[src/rtl/core/htt_pkg.sv]
`timescale 1ns / 1ps

package htt_pkg;

  localparam int HTT_INDEX_BITS = 16;
  localparam int HTT_QDEPTH     = 8;
  localparam int HTT_NSTG       = 7;

  localparam logic KIND_LOOKUP = 1'b0;
  localparam logic KIND_STORE  = 1'b1;

  localparam logic [63:0] HTT_GOLDEN = 64'h0000_0000_9e37_79b9;

  localparam int SH_A = 18;
  localparam int SH_B = 31;
  localparam int SH_C = 11;
  localparam int SH_D = 22;

  typedef struct packed {
    logic        kind;
    logic [31:0] key;
    logic [31:0] score;
  } item_t;

  typedef struct packed {
    logic clearing;
    logic pop;
  } back_stat_t;

  function automatic logic [63:0] hash_combine(input logic [63:0] k, input logic [63:0] v);
    return k ^ (v + HTT_GOLDEN + (k << 6) + (k >> 2));
  endfunction

endpackage

[src/rtl/core/htt_front.sv]
`timescale 1ns / 1ps

module htt_front import htt_pkg::*; #(
  parameter int QDEPTH = HTT_QDEPTH
) (
  input  logic         clk,
  input  logic         rst_n,
  input  logic         in_valid,
  output logic         in_stall,
  input  logic         in_kind,
  input  logic [63:0]  in_farmer_cards,
  input  logic [63:0]  in_lord_cards,
  input  logic [63:0]  in_last_move_cards,
  input  logic         in_side_to_move,
  input  logic [31:0]  in_store_score,
  input  back_stat_t   stat,
  output logic         push,
  output item_t        push_item
);

  localparam int OCC_W = $clog2(QDEPTH + 1);

  typedef struct packed {
    logic        kind;
    logic [31:0] score;
    logic [63:0] lord;
    logic [63:0] last;
    logic        turn;
    logic [63:0] k;
  } hstg_t;

  hstg_t              stg_r   [HTT_NSTG];
  hstg_t              stg_nxt [HTT_NSTG];
  logic [HTT_NSTG-1:0] vld_r;
  logic [OCC_W-1:0]   occ_r, occ_nxt;
  logic               accept;

  // occupancy covers items in the hash pipe plus items queued
  assign in_stall = stat.clearing || (occ_r == OCC_W'(QDEPTH));
  assign accept   = in_valid && !in_stall;

  always_comb begin
    occ_nxt = occ_r;
    if (accept && !stat.pop) begin
      occ_nxt = occ_r + OCC_W'(1);
    end else if (!accept && stat.pop) begin
      occ_nxt = occ_r - OCC_W'(1);
    end
  end

  always_comb begin
    hstg_t s;
    logic [63:0] m;
    stg_nxt[0].kind  = in_kind;
    stg_nxt[0].score = in_store_score;
    stg_nxt[0].lord  = in_lord_cards;
    stg_nxt[0].last  = in_last_move_cards;
    stg_nxt[0].turn  = in_side_to_move;
    stg_nxt[0].k     = in_farmer_cards + HTT_GOLDEN;

    s = stg_r[0];
    s.k = hash_combine(stg_r[0].k, stg_r[0].lord);
    stg_nxt[1] = s;

    s = stg_r[1];
    s.k = hash_combine(stg_r[1].k, stg_r[1].last);
    stg_nxt[2] = s;

    s = stg_r[2];
    s.k = hash_combine(stg_r[2].k, {63'd0, stg_r[2].turn});
    stg_nxt[3] = s;

    s = stg_r[3];
    m = (~stg_r[3].k) + (stg_r[3].k << SH_A);
    s.k = m ^ (m >> SH_B);
    stg_nxt[4] = s;

    s = stg_r[4];
    m = stg_r[4].k + (stg_r[4].k << 2) + (stg_r[4].k << 4);
    s.k = m ^ (m >> SH_C);
    stg_nxt[5] = s;

    s = stg_r[5];
    m = stg_r[5].k + (stg_r[5].k << 6);
    s.k = m ^ (m >> SH_D);
    stg_nxt[6] = s;
  end

  always_ff @(posedge clk) begin
    for (int i = 0; i < HTT_NSTG; i++) begin
      stg_r[i] <= stg_nxt[i];
    end
  end

  always_ff @(posedge clk) begin
    if (!rst_n) begin
      vld_r <= '0;
      occ_r <= '0;
    end else begin
      vld_r <= {vld_r[HTT_NSTG-2:0], accept};
      occ_r <= occ_nxt;
    end
  end

  assign push            = vld_r[HTT_NSTG-1];
  assign push_item.kind  = stg_r[HTT_NSTG-1].kind;
  assign push_item.key   = stg_r[HTT_NSTG-1].k[31:0];
  assign push_item.score = stg_r[HTT_NSTG-1].score;

endmodule

[config.mk]
export PLATFORM = sky130hd
export DESIGN_NAME = htt_front
export DESIGN_NICKNAME = d
export VERILOG_FILES = /design/src/rtl/core/htt_pkg.sv /design/src/rtl/core/htt_front.sv
export SDC_FILE = /design/constraint.sdc
export NUM_CORES = 2
export LEC_CHECK = 0
export BUFFER_PORTS_ARGS = -buffer_cell sky130_fd_sc_hd__buf_2
export CORE_MARGIN = 2
export CORE_UTILIZATION = 40
export CTS_CLUSTER_SIZE = 16
export DETAILED_ROUTE_END_ITERATION = 7
export GPL_ROUTABILITY_DRIVEN = 0
export GPL_TIMING_DRIVEN = 0
export HOLD_SLACK_MARGIN = 0.05
export REMOVE_ABC_BUFFERS = 1
export SLEW_MARGIN = 25
export SYNTH_ARGS = -nofsm -noshare
export SYNTH_HDL_FRONTEND = slang
export SYNTH_SLANG_ARGS = --single-unit
[constraint.sdc]
create_clock -name clk -period 7 [get_ports clk]
set_input_delay 1.4 -clock clk [delete_from_list [all_inputs] [get_ports clk]]
set_output_delay 1.4 -clock clk [all_outputs]
set_load 0.05 [all_outputs]
# ---- Word-level counts from Yosys, hierarchy flattened
# Memories as Yosys holds them, arrays and structs flattened.
# Index checks and enable logic that the tools add are counted.
dict set report classes {
  add_sub_neg 16
  mul 0
  div_mod_pow 0
  n_lt_le_gt_ge 0
  eq_ne 1
  shifts 0
  mux 2
  n_bitwise 7
  reduce_logical 8
}
# operator count
set ops {}
lappend ops {{adder 64 bit} 6}
lappend ops {{adder 64 x 32 -> 64 bit, second input constant} 3}
lappend ops {{adder 64 x 62 -> 64 bit} 3}
lappend ops {{XOR 64 bit} 3}
lappend ops {{adder 33 x 64 -> 64 bit} 1}
lappend ops {{NOT 64 bit} 1}
lappend ops {{XOR 64 x 33 -> 64 bit} 1}
lappend ops {{XOR 64 x 42 -> 64 bit} 1}
lappend ops {{XOR 64 x 53 -> 64 bit} 1}
lappend ops {{adder 1 x 32 -> 33 bit, second input constant} 1}
lappend ops {{two-way mux 4 bit} 2}
lappend ops {{adder 4 x 1 -> 4 bit, second input constant} 1}
lappend ops {{equality test 4 bit, second input constant} 1}
lappend ops {{subtractor 4 x 1 -> 4 bit, second input constant} 1}
lappend ops {{logical AND 1 bit} 3}
lappend ops {{logical NOT 1 bit} 3}
lappend ops {{nonzero test 2 bit} 1}
lappend ops {{logical OR 1 bit} 1}
dict set report word_totals {
  register_bits 11
  latchBits 0
  ramBits 1582
  romBits 0
  inputBits 231
  wordCells 37
  mem_count 1
}
# name depth width read_ports rd_clocked_by_memory_dff wr line
set memory_table {}
lappend memory_table {stg_r 7 226 7 0 7 htt_front.sv:32} ;# hstg_t stg_r [HTT_NSTG];

# ---- Logic depth before layout (Yosys ltp)
dict set report logic_depth {
  ltp_word 8
  mapped_depth 17
}

# ---- Least setup slack after synthesis
# No wires, ideal clock.
dict set report synth_timing {
  kind {input to register}
  from {input port in_farmer_cards[0]}
  to {memory stg_r[0][60] (netlist name)}
  setup_time_ns 0.134
  t_arrival_ns 3.746
  required_time_ns 6.866
  slack_ns 3.120
  stages 12
  path_buffers 1
  cell_sequence {ha_1 -> a2111oi_4 -> o21ai_2 -> a31o_2 -> a21o_1 -> a21boi_2 -> o21ai_1 -> a31oi_1 -> or3_1 -> buf_2 -> nor4_1 -> xor2_1}
}
# item line
set synth_rtl {}
lappend synth_rtl {{start: declaration} htt_front.sv:11} ;# input logic [63:0] in_farmer_cards,
lappend synth_rtl {{end: declaration} htt_front.sv:32}

==> results.json <==
{
  "hold_path_class": "register to register",
  "critPathSlowestCell": "nor4_1",
  "period_minus_slack_ns": 4.69,
  "die_area_um2": 123000,
  "cts_buffer_depth": 3,
  "hold_depth": 0,
  "drt_iter0_markers": 1826,
  "ys_seq_elements": 843,
  "yosys_warnings": 0,
  "fin_setup_tns_ns": 0,
  "portBuffers": 297,
  "cp-start-kind": "register",
  "synthCells": 5082,
  "dp_hpwl_um": 91700,
  "rows": 127,
  "nFillCells": 11800,
  "cts.sink_count": 843,
  "final_layout_size_suffix_gt1_frac": 0.0916,
  "synth_edf_count": 0,
  "coreArea_um2": 119000,
  "report.final.slew_viol_count": 0,
  "synth_top_area_frac": 0.351,
  "insertion_delay_ns": 0.68,
  "worstPathCellList": "inv_1, fa_1, inv_1, ha_1, ha_1, nand3_1, nor4_1, and3_1, nand3_1, nand3_1, a311oi_1, o31ai_1, a21oi_1, xnor2_1",
  "synth-seq-area-share": 0.351,
  "post-route-period-util": 0.670,
  "yosysUniqueCellTypes": 86,
  "finish.utilization": 0.451,
  "ff_latch_area_um2": 16900,
  "endpoint_kind": "register",
  "slowest_delay_ns": 0.69,
  "diodes": 0,
  "worstMarginPinSlew_ns": 0.897,
  "worstPathArrival_ns": 5.27,
  "syn-mean-instance-area_um2": 9.45,
  "crit_path_frequent_cell": "nand3_1",
  "critPathMaxFanout": 7,
  "synthTopCellsByArea": "dfxtp_1, ha_1, xnor2_1, fa_1, inv_1",
  "multiInputGateArea_um2": 28400,
  "setup_viol": 0,
  "status": "completed",
  "r2r_slack_ns": 2.31,
  "antenna_found_initial": 0,
  "preCtsSetupSlack_ns": 2.34,
  "ctsResizeCount": 0,
  "grt_max_degree": 15,
  "min_from": "stg_r[1][210]",
  "setup_slack_ns": 2.31,
  "grt_overflow": 0,
  "wl_um": 110000,
  "wl_per_cell_um": 15.7,
  "r2r_end": "stg_r[1][63]",
  "skew_ns": 0.0352,
  "required_ns": 7.58,
  "syn_area_um2": 48000,
  "dieWidth_um": 350,
  "ys.flop_type": "dfxtp_1",
  "vias_per_cell": 4.89,
  "areaGrowthSynthToFinish_pct": 12.3,
  "hold_viol": 0,
  "cts_tree": "built",
  "grt_first_pass_wirelength_um": 176000,
  "start_util": 0.402,
  "postCtsHoldBufs": 0,
  "relSlewSlack": 0.387,
  "final_nets": 6265,
  "vias": 34200,
  "h-tree-depth": 3,
  "reg2reg_from": "stg_r[0][33]",
  "fin_cells": 7004,
  "post_cts_buffers": 0,
  "dp_cells": 6841,
  "drc": 0,
  "ys_top_cells_by_count": "dfxtp_1, inv_1, ha_1",
  "io_pins": 298,
  "first_pass_iters": 5,
  "grt_use_total": 0.178,
  "synth.most_common_cell": "dfxtp_1",
  "cts_buffers": 89,
  "grt_pass1_vias": 34300,
  "rsz0062_at_grt": "false",
  "drv_cap": 0,
  "cts_root_buf": "clkbuf_16",
  "crit_type": "register to register",
  "synthArstFlopShare": 0,
  "startpoint": "stg_r[0][33]",
  "die_h_um": 350,
  "min_to": "stg_r[2][210]",
  "reg2reg_depth": 14,
  "path_clk_slew_ns": 0.06,
  "clock.fmax_mhz": 213,
  "synth.largest_area_cell": "dfxtp_1",
  "ant_nets": 0
}
## through the flow
step	area, µm²	hold WS (ns)
floorplan	47400	0.310
global placement	50900	0.310
detailed placement	50900	0.312
CTS	53900	0.301
global route	53900	0.320
finish	53900	0.293
## logic make-up (layout without fill, tap and decap cells)
kind of cell	count (synthesis)	after routing	share of synthesized area
compound gates	1193	1193	0.158
simple gates	906	906	0.0918
flops	843	843	0.351
buf+inv	722	1032	0.0569
fa+ha+maj	714	714	0.214
xor+xnor	703	703	0.128
mux	1	1	0.000208
## layout make-up
type	instances	area share
Clock buffer	118	0.0465
Clock inverter	45	0.00900
Inverter	572	0.0398
Multi-Input combinational cell	3517	0.527
Sequential cell	843	0.313
Tap cell	1612	0.0374
Timing Repair Buffer	297	0.0276
## cells in the final DEF, fill, tap and decap left out, types with 49 or more instances in the layout
| master | instances |
|---|---|
| nor2_1 | 204 |
| a31oi_1 | 49 |
| buf_2 | 297 |
| ha_1 | 537 |
| a21o_1 | 192 |
| xor2_1 | 221 |
| nor3_1 | 61 |
| clkbuf_16 | 92 |
| xnor2_1 | 482 |
| a21oi_1 | 405 |
| nand3_1 | 69 |
| nand2_1 | 263 |
| fa_1 | 177 |
| o21bai_1 | 69 |
| inv_1 | 572 |
| o21ai_0 | 211 |
| nand4_1 | 107 |
| dfxtp_1 | 843 |
## flip-flops by register name, indices dropped and copies added, names as in the netlist
signal / flops
stg_r: 832
occ_r: 4
vld_r: 7
## routing by layer
layer,vias to the layer above,track usage,part of all wire
met4,0,0.0867,0.046
met5,-,0,0
met1,15500,0.219,0.45
li1,17800,-,-
met2,776,0.306,0.47
met3,229,0.0225,0.038
## worst max path at each step
| stage | to | cells past startpoint |
|---|---|---|
| 4_1_cts | stg_r[1][61] | 15 |
| 2_1_floorplan | stg_r[0][48] | 11 |
| 6_report | stg_r[1][63] | 14 |
| 3_5_place_dp | stg_r[1][61] | 15 |
| 3_3_place_gp | stg_r[1][61] | 15 |
| 5_1_grt | stg_r[1][61] | 15 |
## critical path, delay by kind of cell (launching register included)
kind,cells,cell delay [ns]
adders and majority gates,3,1.24
xor gates and xnor gates,1,0.26
DFF,1,0.38
buffers and inverters,2,0.16
AOI/OAI and AO/OA,3,1.01
and+or+nand+nor,5,1.54
Power is left out: the tool's default activity adds up to more than one toggle a clock period on the data nets, which glitch-free logic cannot reach.
