$ cat config.mk
export PLATFORM = sky130hd
export DESIGN_NAME = htt_queue
export DESIGN_NICKNAME = d
export VERILOG_FILES = /design/src/rtl/core/htt_pkg.sv /design/src/rtl/core/htt_queue.sv
export SDC_FILE = /design/constraint.sdc
export NUM_CORES = 1
export LEC_CHECK = 0
export BUFFER_PORTS_ARGS = -buffer_cell sky130_fd_sc_hd__buf_2
export CAP_MARGIN = 20
export CORE_AREA = 2 2 186 206
export CTS_CLUSTER_DIAMETER = 80
export DETAILED_ROUTE_END_ITERATION = 12
export DIE_AREA = 0 0 188 208
export PLACE_DENSITY = 0.73
export SETUP_SLACK_MARGIN = 0.1
export SYNTH_ARGS = -nofsm -noshare
export SYNTH_HDL_FRONTEND = slang
export SYNTH_SLANG_ARGS = --single-unit
export TNS_END_PERCENT = 10
$ cat constraint.sdc
create_clock -name clk -period 7 [get_ports clk]
set_input_delay 0.35 -clock clk [delete_from_list [all_inputs] [get_ports clk]]
set_output_delay 0.35 -clock clk [all_outputs]
set_load 0.02 [all_outputs]
$ cat src/rtl/core/htt_pkg.sv
`timescale 1ns / 1ps

package htt_pkg;

  localparam int HTT_INDEX_BITS = 16;
  localparam int HTT_QDEPTH     = 8;
  localparam int HTT_NSTG       = 7;

  localparam logic KIND_LOOKUP = 1'b0;
  localparam logic KIND_STORE  = 1'b1;

  localparam logic [63:0] HTT_GOLDEN = 64'h0000_0000_9e37_79b9;

  localparam int SH_A = 18;
  localparam int SH_B = 31;
  localparam int SH_C = 11;
  localparam int SH_D = 22;

  typedef struct packed {
    logic        kind;
    logic [31:0] key;
    logic [31:0] score;
  } item_t;

  typedef struct packed {
    logic clearing;
    logic pop;
  } back_stat_t;

  function automatic logic [63:0] hash_combine(input logic [63:0] k, input logic [63:0] v);
    return k ^ (v + HTT_GOLDEN + (k << 6) + (k >> 2));
  endfunction

endpackage

$ cat src/rtl/core/htt_queue.sv
`timescale 1ns / 1ps

module htt_queue import htt_pkg::*; #(
  parameter int QDEPTH = HTT_QDEPTH
) (
  input  logic  clk,
  input  logic  rst_n,
  input  logic  push,
  input  item_t push_item,
  input  logic  pop,
  output logic  head_valid,
  output item_t head_item
);

  localparam int PTR_W = (QDEPTH > 1) ? $clog2(QDEPTH) : 1;
  localparam int CNT_W = $clog2(QDEPTH + 1);

  item_t            buf_r [QDEPTH];
  logic [PTR_W-1:0] wr_ptr_r, rd_ptr_r;
  logic [CNT_W-1:0] cnt_r;

  function automatic logic [PTR_W-1:0] ptr_inc(input logic [PTR_W-1:0] p);
    return (p == PTR_W'(QDEPTH - 1)) ? '0 : p + PTR_W'(1);
  endfunction

  assign head_valid = (cnt_r != '0);
  assign head_item  = buf_r[rd_ptr_r];

  always_ff @(posedge clk) begin
    if (push) begin
      buf_r[wr_ptr_r] <= push_item;
    end
  end

  always_ff @(posedge clk) begin
    if (!rst_n) begin
      wr_ptr_r <= '0;
      rd_ptr_r <= '0;
      cnt_r    <= '0;
    end else begin
      if (push) begin
        wr_ptr_r <= ptr_inc(wr_ptr_r);
      end
      if (pop) begin
        rd_ptr_r <= ptr_inc(rd_ptr_r);
      end
      if (push && !pop) begin
        cnt_r <= cnt_r + CNT_W'(1);
      end else if (!push && pop) begin
        cnt_r <= cnt_r - CNT_W'(1);
      end
    end
  end

`ifndef ASSERT_OFF
  a_no_overflow: assert property (@(posedge clk) disable iff (!rst_n)
    push |-> (cnt_r != CNT_W'(QDEPTH)))
    else $error("queue push while full");

  a_no_underflow: assert property (@(posedge clk) disable iff (!rst_n)
    pop |-> (cnt_r != '0))
    else $error("queue pop while empty");
`endif

endmodule

[After elaboration in Yosys (flattened, before gate mapping)]
Memories as Yosys holds them, arrays and structs flattened. A register that Yosys moved wholly into a read port is not among the register bits.
Cells that the tools add are included.
Storage, ports and cells
  register bits after elaboration: 10
  latch bits: 0
  bits in writable memories: 520
  ROM bits: 0
  input port bits: 69
  memories: 1
Operators by class
  $add $sub $neg: 4
  $mul: 0
  divide/modulo/power cells: 0
  $lt $le $gt $ge: 0
  equal/unequal tests: 2
  shifts and indexed selects: 0
  multiplexer cells: 8
  bitwise logic cells: 0
  reductions and logical operators: 6
Memory list
  buf_r: words 8, width 65, read ports 1, clocked after Yosys merged registers in 1, write ports 1, RTL line htt_queue.sv:18  | item_t buf_r [QDEPTH];
Operators with widths (number)
  3-bit 2-to-1 mux: 4
  4-bit 2-to-1 mux: 2
  3-bit by 1-bit adder with 3-bit output, second input constant: 2
  3-bit equality test, second input constant: 2
  4-bit by 1-bit adder with 4-bit output, second input constant: 1
  4-bit nonzero test: 1
  4-bit by 1-bit subtractor with 4-bit output, second input constant: 1
  1-bit logical AND: 2
  1-bit logical NOT: 2
  1-bit 2-to-1 mux: 2
  2-bit nonzero test: 1

[Logic depth before layout (Yosys ltp)]
Gate-level depths: netlist of the first run.
  depth in word-level cells: 4
  depth in mapped cells: 8

[Worst setup path after synthesis of the first run]
OpenSTA, ideal clock, no wires.
  path type: reg2reg
  from: register wr_ptr_r[0]
  to: memory buf_r[0][0] in the netlist's numbering, enable pin
  setup time: 0.568 ns
  data arrival time: 4.930 ns
  required time: 6.432 ns
  path slack: 1.502 ns
  stages on the path, launching flop included: 3
  path buffers: 0
  period minus slack after synthesis: 5.498 ns
  cell sequence: dfxtp_1 -> nand2b_1 -> nor3_1
RTL lines
  start: declaration: RTL line htt_queue.sv:19  | logic [PTR_W-1:0] wr_ptr_r, rd_ptr_r;
  start signal: assignment: RTL line htt_queue.sv:42  | wr_ptr_r <= ptr_inc(wr_ptr_r);
  end: declaration: RTL line htt_queue.sv:18
Straight into the memory's write port.

==> impl_metrics.py, run 1 <==
metrics = {
    "worst_setup_path": {
        "critPathLaunchType": "register",
        "end_kind": "output port",
        "path_buf_inv": 2,
        "worstPathMaxFanout": 68,
        "cpPeakStageDelay_ps": 940,
        "cp_top_family": "buffers and inverters",
        "critical_path_required_ps": 6650,
        "timing_worst_setup_path_type": "reg -> out",
        "slowest_stage": "dfxtp_4",
        "cp_data_arrival_time_ps": 3400,
        "crit_chain": "buf_4, mux4_2, mux2_2, buf_2",
    },
    "yosys": {
        "synth_area_leaders": "edfxtp_1, mux4_2, mux2_2",
        "yosysWarnings": 0,
        "netlist.area_leader.share_pct": 77.5,
        "synth_cell_types": 26,
        "syn_area_per_cell_sq_um": 24.5,
        "synth_area_sq_um": 20200,
        "synthCells": 824,
        "syn-num-nets": 901,
        "synth_top_area_cell": "edfxtp_1",
        "ys_seq_area_share_pct": 78.8,
        "ys_seq_elements": 533,
    },
    "grt": {
        "grt_pass1_vias": 9284,
        "antenna_found_initial": 6,
        "track_usage_pct": 19.2,
        "gr-total-overflow": 0,
        "grt_pass1_wl_um": 56200,
        "grt_max_degree": 85,
    },
    "timing": {
        "finalSetupViolCount": 0,
        "max_slew_margin_pct": 32.8,
        "setup_ws_ps": 3250,
        "slew_viol_final": 0,
        "finalClockSkew_ps": 22.1,
        "rsz0062_at_grt": "false",
        "finalCritPeriodShare_pct": 53.6,
        "holdWs_ps": 46.7,
        "hold_viol": 0,
        "min_period_ps": 3750,
        "worstMarginPinSlew_ps": 1010,
        "max_freq_mhz": 266,
        "totalNegativeSetupSlack_ps": 0,
    },
    "clock_tree": {
        "hold_buffers": 0,
        "clock-root-buffer": "clkbuf_16",
        "cts_buffer_depth": 3,
        "clock_latency_ps": 570,
        "numCtsBuffers": 50,
        "cts_setup_buffers": 0,
        "cts_tree": "done",
        "cts_sinks": 533,
        "cts-resized-gates": 0,
        "h-tree-depth": 2,
        "path_clk_slew_ps": 60,
    },
    "floorplan": {
        "fp-row-count": 74,
        "die_area_sq_um": 39100,
        "core_region_area_sq_um": 36900,
        "fp.dieW_um": 188,
        "initial_core_util_pct": 54.5,
        "die_h_um": 208,
        "ioPinCount": 135,
    },
    "power_and_ir_drop": {
        "powerDensity_nw_per_um2": 286,
        "leakagePower_nw": 7.27,
        "power_mw": 6.55,
        "peakVddDrop_mv": 0.193,
    },
    "final_layout": {
        "mostFrequentLayoutCells": "edfxtp_1, buf_2, mux4_2, mux2_2, clkbuf_16",
        "final_cells": 1521,
        "fill_cells": 2472,
        "nets": 1062,
        "drive_above_1_share_pct": 40.9,
        "post-route-util_pct": 62.0,
        "design_area_sq_um": 22900,
        "area.growth.synth_to_final_pct": 13.6,
        "final_common_cell": "edfxtp_1",
    },
    "route": {
        "drt-total-wl_um": 37100,
        "drc": 0,
        "dr.pass1.iters": 5,
        "drtAntennaViolNets": 0,
        "first_iter_violations": 740,
        "vias": 8783,
        "wl_per_cell_um": 24.4,
        "routed_via_density": 5.77,
    },
    "place": {
        "dp_worst_setup_slack_ps": 3750,
        "port_buffers": 134,
        "placed_area_sq_um": 21400,
        "dpl.hpwl_um": 19400,
        "dp_cells": 1427,
        "routabilityCongestion": 0.703,
    },
    "hold_path": {
        "hold_class": "in -> reg",
    },
    "flow_run": {
        "drv_cap": 0,
    },
    "outcome": {
        "status": "finished, final reports clean",
    },
}
worst register-to-register path: stages, from the launching register on:
cell	delay, ps
dfxtp_1	330
nand2b_1	320
nor2_4	820
buf_4	740
flip-flops by register name, summed over array words and instances, names as in the netlist, named ones only:
| signal | cells |
|---|---|
| wr_ptr_r | 3 |
| rd_ptr_r | 3 |
| cnt_r | 4 |
| buf_r | 520 |
cells in the mapped netlist:
cell type	count
nor3_1	3
ha_1	7
mux4_2	130
o21ai_0	2
mux2_2	65
clkbuf_1	13
a211oi_1	1
nand2_1	7
fa_1	1
a31oi_1	1
buf_6	11
nor2b_1	5
nand3_1	1
and2_1	4
xnor2_1	2
edfxtp_1	520
inv_1	3
nor2_1	8
a21oi_1	3
buf_2	4
buf_1	10
or4_1	1
o22ai_1	1
mux2i_1	4
nand2b_1	4
dfxtp_1	13
metal layers:
layer	track usage, %	routed length, um
met5	0	25
met4	4.67	554
met3	3.98	2290
met2	32.3	19100
met1	26.2	15100
worst paths after layout:
kind | from | endpoint | slack [ps] | depth (start not counted)
max reg2reg | wr_ptr_r[0]$_SDFFE_PN0P_ | buf_r[6][3]$_DFFE_PP_ | 4420 | 3
max | register | head_item[7] | 3250 | 4
min | push_item[57] | buf_r[4][57]$_DFFE_PP_ | 50 | 1
min reg2reg | cnt_r[3]$_SDFFE_PN0P_ | cnt_r[3]$_SDFFE_PN0P_ | 490 | 2
power by group:
group	internal, mW	switching [mW]
Combinational	0.212	0.254
Clock	1.37	1.10
Sequential	3.57	0.0403
Total	5.16	1.39
logic make-up (layout without fill, tap and decap cells):
group                    count (synthesis)  count (layout)  share of synthesized area (%)
adder cells (fa/ha/maj)                  8               8                          0.534
multiplexers                           199             199                           18.4
XOR/XNOR                                 2               2                         0.0869
AND/OR/NAND/NOR                         33              33                          0.820
flip-flops                             533             533                           78.8
buffers and inverters                   41             239                           1.20
other                                    0               5                              0
AO/OA/AOI/OAI                            8               8                          0.224
cell type report:
cell class / instances / area, sq um / share of cell area, %
tap: 494 / 618 / 2.70
clock inverter: 26 / 176 / 0.770
clock buffer: 63 / 1320 / 5.77
antenna: 5 / 12.5 / 0.0546
multi-input combinational: 250 / 4090 / 17.9
sequential: 533 / 15900 / 69.4
inverter: 3 / 11.3 / 0.0492
timing repair buffer: 147 / 781 / 3.41
Note: power is estimated with default switching activity, not from simulation.
==> inputs of run 2 (changes only) <==
--- a/config.mk
+++ b/config.mk
@@ -5,12 +5,13 @@
 export SDC_FILE = /design/constraint.sdc
 export NUM_CORES = 1
 export LEC_CHECK = 0
+export ABC_AREA = 1
 export BUFFER_PORTS_ARGS = -buffer_cell sky130_fd_sc_hd__buf_2
 export CAP_MARGIN = 20
-export CORE_AREA = 2 2 186 206
+export CORE_AREA = 2 2 191 212
 export CTS_CLUSTER_DIAMETER = 80
 export DETAILED_ROUTE_END_ITERATION = 12
-export DIE_AREA = 0 0 188 208
+export DIE_AREA = 0 0 193 214
 export PLACE_DENSITY = 0.73
 export SETUP_SLACK_MARGIN = 0.1
 export SYNTH_ARGS = -nofsm -noshare
==> constraint.sdc (replaced) <==
create_clock -name clk -period 3.7 [get_ports clk]
set_input_delay 0.185 -clock clk [delete_from_list [all_inputs] [get_ports clk]]
set_output_delay 0.185 -clock clk [all_outputs]
set_load 0.02 [all_outputs]
==> impl_metrics.py, run 2 <==
metrics = {
    "timing": {
        "totalNegativeSetupSlack_ps": 0,
        "finalCritPeriodShare_pct": 77.7,
        "max_slew_margin_pct": 27.0,
        "min_period_ps": 2870,
        "hold_viol": 0,
        "setup_ws_ps": 825,
        "worstMarginPinSlew_ps": 1090,
        "finalClockSkew_ps": 18.2,
        "rsz0062_at_grt": "false",
        "max_freq_mhz": 348,
        "slew_viol_final": 0,
        "finalSetupViolCount": 0,
        "holdWs_ps": 416,
    },
    "final_layout": {
        "mostFrequentLayoutCells": "nor2_1, edfxtp_1, nand2_1, o21ai_1, buf_2",
        "nets": 2074,
        "fill_cells": 2836,
        "final_cells": 2550,
        "post-route-util_pct": 63.8,
        "drive_above_1_share_pct": 12.0,
        "max_flop_register": "buf_r",
        "reg.largest.list": "buf_r (520), cnt_r (4)",
        "design_area_sq_um": 24900,
        "largest_reg_flops": 520,
        "final_common_cell": "nor2_1",
        "area.growth.synth_to_final_pct": 16.7,
    },
    "route": {
        "drc": 0,
        "drtAntennaViolNets": 0,
        "first_iter_violations": 1292,
        "vias": 13800,
        "routed_via_density": 5.40,
        "dr.pass1.iters": 7,
        "wl_per_cell_um": 18.4,
        "drt-total-wl_um": 47000,
    },
    "yosys": {
        "synthCells": 1818,
        "synth_most_common_cell": "nor2_1",
        "syn_area_per_cell_sq_um": 11.7,
        "syn-num-nets": 1895,
        "synth_flop_cell": "edfxtp_1",
        "synth_common_cells": "nor2_1, edfxtp_1, nand2_1",
        "ys_seq_elements": 533,
        "synth_cell_types": 22,
        "yosysWarnings": 0,
        "ys_seq_area_share_pct": 74.5,
        "synth_area_leaders": "edfxtp_1, nor2_1, nand2_1",
        "synth_area_sq_um": 21300,
        "async_flop_share_pct": 0,
        "synth_top_area_cell": "edfxtp_1",
        "synth-edff-count": 520,
        "netlist.area_leader.share_pct": 73.3,
    },
    "flow_run": {
        "drv_cap": 0,
    },
    "floorplan": {
        "fp-row-count": 76,
        "ioPinCount": 135,
        "die_area_sq_um": 41300,
        "initial_core_util_pct": 54.7,
        "core_region_area_sq_um": 39000,
        "fp.dieW_um": 193,
        "die_h_um": 214,
    },
    "place": {
        "dpl.hpwl_um": 23400,
        "port_buffers": 134,
        "placed_area_sq_um": 22400,
        "routabilityCongestion": 0.775,
        "dp_cells": 2382,
        "dp_worst_setup_slack_ps": 1530,
    },
    "worst_setup_path": {
        "cpPeakStageDelay_ps": 560,
        "crit_chain": "buf_12, nor2_1, nor2_1, o21ai_1, nand2_1, nand2_1, nand2_1, buf_2",
        "crit_top_cell": "nand2_1",
        "critPathLaunchType": "register",
        "cp_data_arrival_time_ps": 2690,
        "end_kind": "output port",
        "slowest_stage": "buf_12",
        "worstPathMaxFanout": 204,
        "timing_worst_setup_path_type": "reg -> out",
        "critical_path_required_ps": 3510,
        "cp_top_family": "buffers and inverters",
        "path_buf_inv": 2,
    },
    "power_and_ir_drop": {
        "peakVddDrop_mv": 0.451,
        "powerDensity_nw_per_um2": 550,
        "power_mw": 13.7,
        "leakagePower_nw": 9.24,
    },
    "clock_tree": {
        "numCtsBuffers": 51,
        "path_clk_slew_ps": 70,
        "cts_tree": "done",
        "h-tree-depth": 2,
        "clock-root-buffer": "clkbuf_16",
        "cts-resized-gates": 0,
        "cts_sinks": 533,
        "clock_latency_ps": 580,
        "cts_buffer_depth": 3,
    },
    "hold_path": {
        "hold_class": "in -> reg",
    },
    "grt": {
        "grt_max_degree": 205,
        "grt_pass1_wl_um": 72700,
        "gr-total-overflow": 0,
        "antenna_found_initial": 4,
        "track_usage_pct": 22.9,
        "grt_pass1_vias": 13400,
    },
    "outcome": {
        "status": "finished, final reports clean",
    },
}
==> run 2: worst paths after layout <==
path | slack [ps] | cells after the start | to | from
worst max-delay path | 830 | 8 | head_item[29] | register
worst min register to register | 490 | 2 | register | rd_ptr_r[1]$_SDFFE_PN0P_
worst max register to register | 1590 | 3 | buf_r[5][42]$_DFFE_PP_ | wr_ptr_r[0]$_SDFFE_PN0P_
worst min-delay path | 420 | 2 | buf_r[0][26]$_DFFE_PP_ | push_item[26]
==> run 2: layer usage <==
layer | share of wire (%) | track usage (%) | vias up
met3 | 7.1 | 3.98 | 84
met1 | 43 | 31.5 | 6619
met2 | 48 | 37.6 | 475
met5 | 0.028 | 0 | -
met4 | 2.2 | 6.79 | 2
li1 | - | - | 6584
==> run 2: logic make-up after synthesis <==
family,after synthesis,share of synthesized area [%]
AND/OR/NAND/NOR,885,15.6
flip-flops,533,74.5
AO/OA/AOI/OAI,273,6.42
buffers and inverters,118,2.93
adder cells (fa/ha/maj),8,0.505
XOR/XNOR,1,0.0411
==> run 2: final cells by class <==
type	instances	area [sq um]	share of cell area [%]
clock buffers	61	1340	5.37
inverters	18	77.6	0.312
multi-input cells	1167	4880	19.6
well taps	507	634	2.55
flip-flops and latches	533	15900	63.8
diodes	4	10.0	0.0402
repair buffers	226	1640	6.60
clock inverters	34	419	1.68
==> run 2: worst reg2reg max path: stages (launching register included) <==
cell and delay (ps):
dfxtp_1 350, nand2_1 250, nor2_4 700, buf_12 410
==> run 2: what timing repair did <==
item | in CTS | in global routing
setup endpoints to repair | 0 | 0
hold endpoints to repair | 531 | 0
buffers inserted | 0 | 0
hold buffers | 69 | 0
==> run 2: power by group <==
part           switching (mW)  internal, mW
registers              0.0431          6.79
logic                    1.00         0.441
clock network            2.14          3.27
total                    3.18          10.5
